File: config.mk
export PLATFORM = sky130hd
export DESIGN_NAME = rmrgba_core
export DESIGN_NICKNAME = d
export VERILOG_FILES = /design/src/design/rmrgba_pkg.sv /design/src/design/rmrgba_core.sv
export VERILOG_INCLUDE_DIRS = /design/src /design/src/design
export SDC_FILE = /design/constraint.sdc
export NUM_CORES = 1
export LEC_CHECK = 0
export ABC_AREA = 1
export BUFFER_PORTS_ARGS = -buffer_cell sky130_fd_sc_hd__buf_2
export CORE_ASPECT_RATIO = 1.4
export CORE_MARGIN = 2
export CORE_UTILIZATION = 40
export DETAILED_ROUTE_END_ITERATION = 7
export PLACE_DENSITY = 0.63
export SYNTH_ARGS = -nofsm -noshare
export SYNTH_HDL_FRONTEND = slang
export SYNTH_SLANG_ARGS = --single-unit
File: constraint.sdc
create_clock -name aclk -period 7.6 [get_ports aclk]
set_input_delay 1.52 -clock aclk [delete_from_list [all_inputs] [get_ports aclk]]
set_output_delay 1.52 -clock aclk [all_outputs]
set_load 0.05 [all_outputs]
File: src/design/rle_mask_to_rgba_decoder_top_macros.svh
// Assertion macros shared by the decoder modules.
// Each macro expects the enclosing module to have aclk and aresetn.
`ifndef RLE_MASK_TO_RGBA_DECODER_TOP_MACROS_SVH
`define RLE_MASK_TO_RGBA_DECODER_TOP_MACROS_SVH

// Checks an implication on every clock edge outside reset.
`define RMRGBA_ASSERT(label, prop, msg) \
    label: assert property (@(posedge aclk) disable iff (!aresetn) (prop)) \
        else $error(msg);

// Checks that a condition never holds outside reset.
`define RMRGBA_NEVER(label, cond, msg) \
    label: assert property (@(posedge aclk) disable iff (!aresetn) !(cond)) \
        else $error(msg);

`endif

File: src/design/rmrgba_pkg.sv
package rmrgba_pkg;

    // Item actions.
    localparam logic ACT_STREAM  = 1'b0;
    localparam logic ACT_PALETTE = 1'b1;

    // Pixel depth modes.
    localparam logic [1:0] DEPTH_PALETTE = 2'd1;
    localparam logic [1:0] DEPTH_RGB565  = 2'd2;

    // Configuration register indexes.
    localparam int unsigned CFG_INDEX_BITS = 2;
    localparam logic [CFG_INDEX_BITS-1:0] CFG_DEPTH_MODE   = 2'd0;
    localparam logic [CFG_INDEX_BITS-1:0] CFG_IMAGE_WIDTH  = 2'd1;
    localparam logic [CFG_INDEX_BITS-1:0] CFG_IMAGE_HEIGHT = 2'd2;

    localparam int unsigned COLOR_BITS = 24;
    localparam int unsigned COUNT_BITS = 7;
    localparam logic [7:0]  ALPHA_OPAQUE      = 8'd255;
    localparam logic [7:0]  ALPHA_TRANSPARENT = 8'd0;

    typedef struct packed {
        logic                  action;
        logic [7:0]            stream_byte;
        logic [7:0]            palette_index;
        logic [COLOR_BITS-1:0] palette_color;
    } in_item_t;

    typedef struct packed {
        logic [7:0]            red;
        logic [7:0]            green;
        logic [7:0]            blue;
        logic [7:0]            alpha;
        logic [COUNT_BITS-1:0] repeat_count;
        logic                  image_done;
    } out_item_t;

endpackage

File: src/design/rmrgba_core.sv
`include "rle_mask_to_rgba_decoder_top_macros.svh"

module rmrgba_core #(
    parameter int unsigned DIM_BITS = 12
) (
    input  logic                            aclk,
    input  logic                            aresetn,
    input  logic [1:0]                      depth_mode,
    input  logic [DIM_BITS-1:0]             image_width,
    input  logic [DIM_BITS-1:0]             image_height,
    input  logic                            step,
    input  rmrgba_pkg::in_item_t            item,
    input  logic [rmrgba_pkg::COLOR_BITS-1:0] pal_color,
    input  logic                            pal_hit,
    output logic                            res_valid,
    output rmrgba_pkg::out_item_t           res
);

    // Columns can overshoot the width by up to one full count before wrapping.
    localparam int unsigned COL_BITS = DIM_BITS + 8;
    localparam int unsigned CB = rmrgba_pkg::COUNT_BITS;

    logic [COL_BITS-1:0] column_reg, column_next;
    logic [DIM_BITS-1:0] row_reg, row_next;
    logic [CB-1:0]       literals_reg, literals_next;
    logic [7:0]          low_hold_reg, low_hold_next;
    logic                phase_reg, phase_next;
    logic                finished_reg, finished_next;

    logic                stream_step;
    logic                ignore;
    logic [7:0]          b;
    logic [CB-1:0]       cnt;
    logic [CB-1:0]       lit_dec;
    logic                depth_ok;
    logic                do_col;
    logic                do_end;
    logic [CB-1:0]       col_add;
    logic [COL_BITS-1:0] col_sum;
    logic                wrap;
    logic [DIM_BITS-1:0] row_inc;
    logic                img_end;
    logic                emit;
    logic [15:0]         word;

    assign stream_step = step && (item.action == rmrgba_pkg::ACT_STREAM);
    assign b        = item.stream_byte;
    assign cnt      = b[CB-1:0];
    assign lit_dec  = literals_reg - CB'(1);
    assign depth_ok = (depth_mode == rmrgba_pkg::DEPTH_PALETTE) ||
                      (depth_mode == rmrgba_pkg::DEPTH_RGB565);
    assign ignore   = finished_reg || (image_width == '0) || (row_reg >= image_height);
    assign word     = {b, low_hold_reg};

    // Shared column advance and end of group check.
    assign col_sum = column_reg + COL_BITS'(col_add);
    assign wrap    = do_end && (col_sum >= COL_BITS'(image_width));
    assign row_inc = row_reg + DIM_BITS'(1);
    assign img_end = wrap && (row_inc >= image_height);

    always_comb begin
        literals_next = literals_reg;
        low_hold_next = low_hold_reg;
        phase_next    = phase_reg;
        do_col        = 1'b0;
        do_end        = 1'b0;
        col_add       = CB'(1);
        emit          = 1'b0;
        res           = '0;
        res.image_done = img_end;

        if (stream_step && !ignore) begin
            if (literals_reg == '0) begin
                if (cnt != '0) begin
                    if (b[7] || !depth_ok) begin
                        // Transparent run, or literals of an unusable depth.
                        col_add = cnt;
                        do_col  = 1'b1;
                        do_end  = 1'b1;
                        emit    = b[7];
                        res.repeat_count = cnt;
                    end else begin
                        literals_next = cnt;
                        phase_next    = 1'b0;
                    end
                end
            end else if (depth_mode == rmrgba_pkg::DEPTH_RGB565 && !phase_reg) begin
                low_hold_next = b;
                phase_next    = 1'b1;
            end else begin
                phase_next    = 1'b0;
                literals_next = lit_dec;
                do_col        = 1'b1;
                do_end        = (lit_dec == '0);
                emit          = depth_ok;
                res.repeat_count = CB'(1);
                if (depth_mode == rmrgba_pkg::DEPTH_PALETTE) begin
                    if (pal_hit) begin
                        res.red   = pal_color[23:16];
                        res.green = pal_color[15:8];
                        res.blue  = pal_color[7:0];
                    end
                    res.alpha = (b != 8'd0) ? rmrgba_pkg::ALPHA_OPAQUE
                                            : rmrgba_pkg::ALPHA_TRANSPARENT;
                end else begin
                    res.red   = {word[15:11], 3'b000};
                    res.green = {word[10:5], 2'b00};
                    res.blue  = {word[4:0], 3'b000};
                    res.alpha = (word != 16'd0) ? rmrgba_pkg::ALPHA_OPAQUE
                                                : rmrgba_pkg::ALPHA_TRANSPARENT;
                end
            end
        end
    end

    always_comb begin
        column_next   = column_reg;
        row_next      = row_reg;
        finished_next = finished_reg;
        if (do_col) begin
            column_next = wrap ? '0 : col_sum;
        end
        if (wrap) begin
            row_next = row_inc;
        end
        if (img_end) begin
            finished_next = 1'b1;
        end
    end

    assign res_valid = emit;

    always_ff @(posedge aclk) begin
        if (!aresetn) begin
            column_reg   <= '0;
            row_reg      <= '0;
            literals_reg <= '0;
            low_hold_reg <= '0;
            phase_reg    <= 1'b0;
            finished_reg <= 1'b0;
        end else begin
            column_reg   <= column_next;
            row_reg      <= row_next;
            literals_reg <= literals_next;
            low_hold_reg <= low_hold_next;
            phase_reg    <= phase_next;
            finished_reg <= finished_next;
        end
    end

    `RMRGBA_NEVER(a_no_result_after_finish, finished_reg && res_valid, "result after image end")
    `RMRGBA_ASSERT(a_done_sets_finish, res_valid && res.image_done |=> finished_reg, "finish not set")
    `RMRGBA_NEVER(a_phase_needs_literal, phase_reg && (literals_reg == '0), "half word with no literal")

endmodule

==> metrics <==
Hold Buf Count CTS 0; Final period util 0.9465; number of global-route vias before repair 4,390; Antenna Nets Post-Route 0; CTS tree yes; fin. max-slew vios 0; slowest CP cell ha_1; sequential share of the synthesized area 0.2242; Synth area leader dfxtp_1; Ports 136; antenna violations before repair 0; most common cell after layout, fill and taps aside nand2_1; Post-Synth XOR/XNOR Area 0.04604; combinational share of power 0.408; Reg clk slew, reported paths 0.06 ns; GPL Wtd Cong 0.8502; ANT cells 0; switching pwr 0.3654 mW; Congestion Overflow GR 0; worst slew pin tran 0.8591 ns; HP Class flop to flop; Clock H-tree levels 2; drc violations 0; Nets 935; Max Clock Freq 139.0 MHz; Post-Syn Area 4375 um2; Power Dens Cells 167.9 nW/um2; largest family of logic cells by synthesized area simple AND/OR/NAND/NOR gates; top post-synthesis cells by area dfxtp_1 22%, nand2_1 14%, ha_1 14%, a21oi_1 8.2%, inv_1 7.5%; crit-path most repeated cell nand2_1; vias 4,630; Internal Power 0.5289 mW; GRT Total Usage 0.1939; ratio of cells with drive above 1 in the final layout 0.2083; sw frac 0.4086; Clock Power Share 0.259; DIE HEIGHT 127.8 um; Vias per Instance 4.962; endpoints failing setup 0; post-synth top area share 0.2242; Avg Inst Size Synth 6.278 um2; Synth Area in Simple Gates 0.3106; status complete, no violations; Clk Latency, worst-skew pair 0.29 ns; port bufs 103; Peak VDD IR 106.7 uV; average routed wire per standard cell 12.38 um; Root Driver clkbuf_16; cell row count 45; first-pass GRT wire length 18,930 um; largest net degree at the start of global routing 41; Startpoint Class input pin; die area 11,800 um2; Arr. time, crit path 5.67 ns; Yosys reg bits 49; RSZ-0062 raised after global routing false; cts bufs inserted 5; Core Area 10,750 um2; Bufs on Longest Clock Path 2; Max-slew headroom 0.4257; Worst Path Max Fanout 5; Synth cell types 32; final core area utilization 0.4952; synth warn 0; WS Path Type input pin to output pin; final clock skew 0.005383 ns; Routed WL 11,550 um; DR iter-0 viols 173; Final min period 7.193 ns; sequential power share 0.333; crit path capture type output pin; Starting Density 0.4069; Largest register FFs 20; Synth Net Count 841; Syn-to-layout area delta 21.70%; Final Hold Fails 0; hpwl dp 9173 um; Pleak 2.780 nW; CP max stage delay 0.33 ns; First-pass DRT Iterations 4; mux cell area share after synthesis 0; Die W 92.39 um; cells after synthesis 697; Critical Path RT 6.08 ns; Sink Count 49; setup tns final 0 ns; Post-Synth Adder-Cell Area 0.1418; Compound-Gate Fraction of Synth Area 0.1581; most frequent cells in the layout 162 x nand2_1, 102 x buf_2, 86 x inv_1; Max Cap Violations 0
[cell families after synthesis]
kind of cell	after synthesis
and+or+nand+nor	323
AOI/OAI and AO/OA	132
buffers and inverters	121
adders and majority gates	49
DFF	49
xor gates and xnor gates	23
[power groups by stage]
stage / Sequential (mW) / Clock, mW / Combinational, mW
6_report: 0.298 / 0.231 / 0.365
5_1_grt: 0.301 / 0.247 / 0.408
4_1_cts: 0.296 / 0.236 / 0.345
3_5_place_dp: 0.302 / 0 / 0.342
3_3_place_gp: 0.301 / 0 / 0.337
2_1_floorplan: 0.297 / 0 / 0.271
[synth_stat cells]
cell and count:
a22oi_1 8, and2_1 2, nand2_2 1, ha_1 48
dfxtp_1 49, clkbuf_1 11, nor3_1 10, xnor2_1 4
o21a_1 2, nor2_1 79, nand2_1 164, a21oi_1 72
inv_2 4, nand2_4 1, buf_4 10, a211oi_1 1
o21bai_1 1, fa_1 1, a31oi_1 1, buf_2 6
or2_1 1, xor2_1 19, o21ai_0 47, nand3_1 44
nor2_2 3, nand4_1 10, inv_1 87, nand3b_1 3
nor2_4 1, or2_2 1, buf_6 3, nor4_1 3
[timing repair]
| action | in CTS | in global routing |
|---|---|---|
| resized for setup | 0 | 37 |
| setup buffers | 0 | 4 |
| setup endpoints to repair | 0 | 1 |
[worst max-delay path: cells and delay by family]
kind	cells	cell delay (ns)
AND/OR/NAND/NOR	21	2.19
adder cells (fa/ha/maj)	3	0.86
XOR/XNOR	1	0.11
buffers and inverters	7	0.60
AO/OA/AOI/OAI	3	0.37
[stage by stage]
step	power [mW]	worst slack (ns)	instance area (um2)	instances	hold WS, ns
CTS	0.8773	0.06716	5127	929	0.4549
detailed placement	0.6443	0.07819	4975	921	0.4452
floorplan	0.5684	0.03424	4385	697	0.4304
finish	0.8943	0.4069	5325	933	0.4530
global route	0.9568	0.0008247	5325	933	0.4761
global placement	0.6381	0.09904	4975	921	0.4390
[path summary, 6_finish.rpt]
kind / startpoint / end / slack, ns / cells past startpoint
max reg2reg: row_reg[5]$_SDFFE_PN0P_ / row_reg[4]$_SDFFE_PN0P_ / 2.60 / 34
max: image_height[5] / res[0] / 0.41 / 35
min reg2reg: finished_reg$_SDFFE_PN0P_ / finished_reg$_SDFFE_PN0P_ / 0.45 / 2
min: finished_reg$_SDFFE_PN0P_ / finished_reg$_SDFFE_PN0P_ / 0.45 / 2
[per-layer routing]
layer,vias to the layer above,track usage,share of wire
li1,2448,-,-
met1,2079,0.2150,0.42
met2,82,0.3731,0.54
met3,21,0.02587,0.028
met4,0,0.06585,0.020
met5,-,0,0
[layout make-up]
class	count	area (um2)
clock inverters	2	13.76
repair buffers	117	626.9
inverters	91	344.1
flip-flops and latches	49	980.9
clock buffers	6	138.9
well taps	141	176.4
multi-input cells	527	3044
fillers	1096	5429
(Power assumes the default switching activity.)
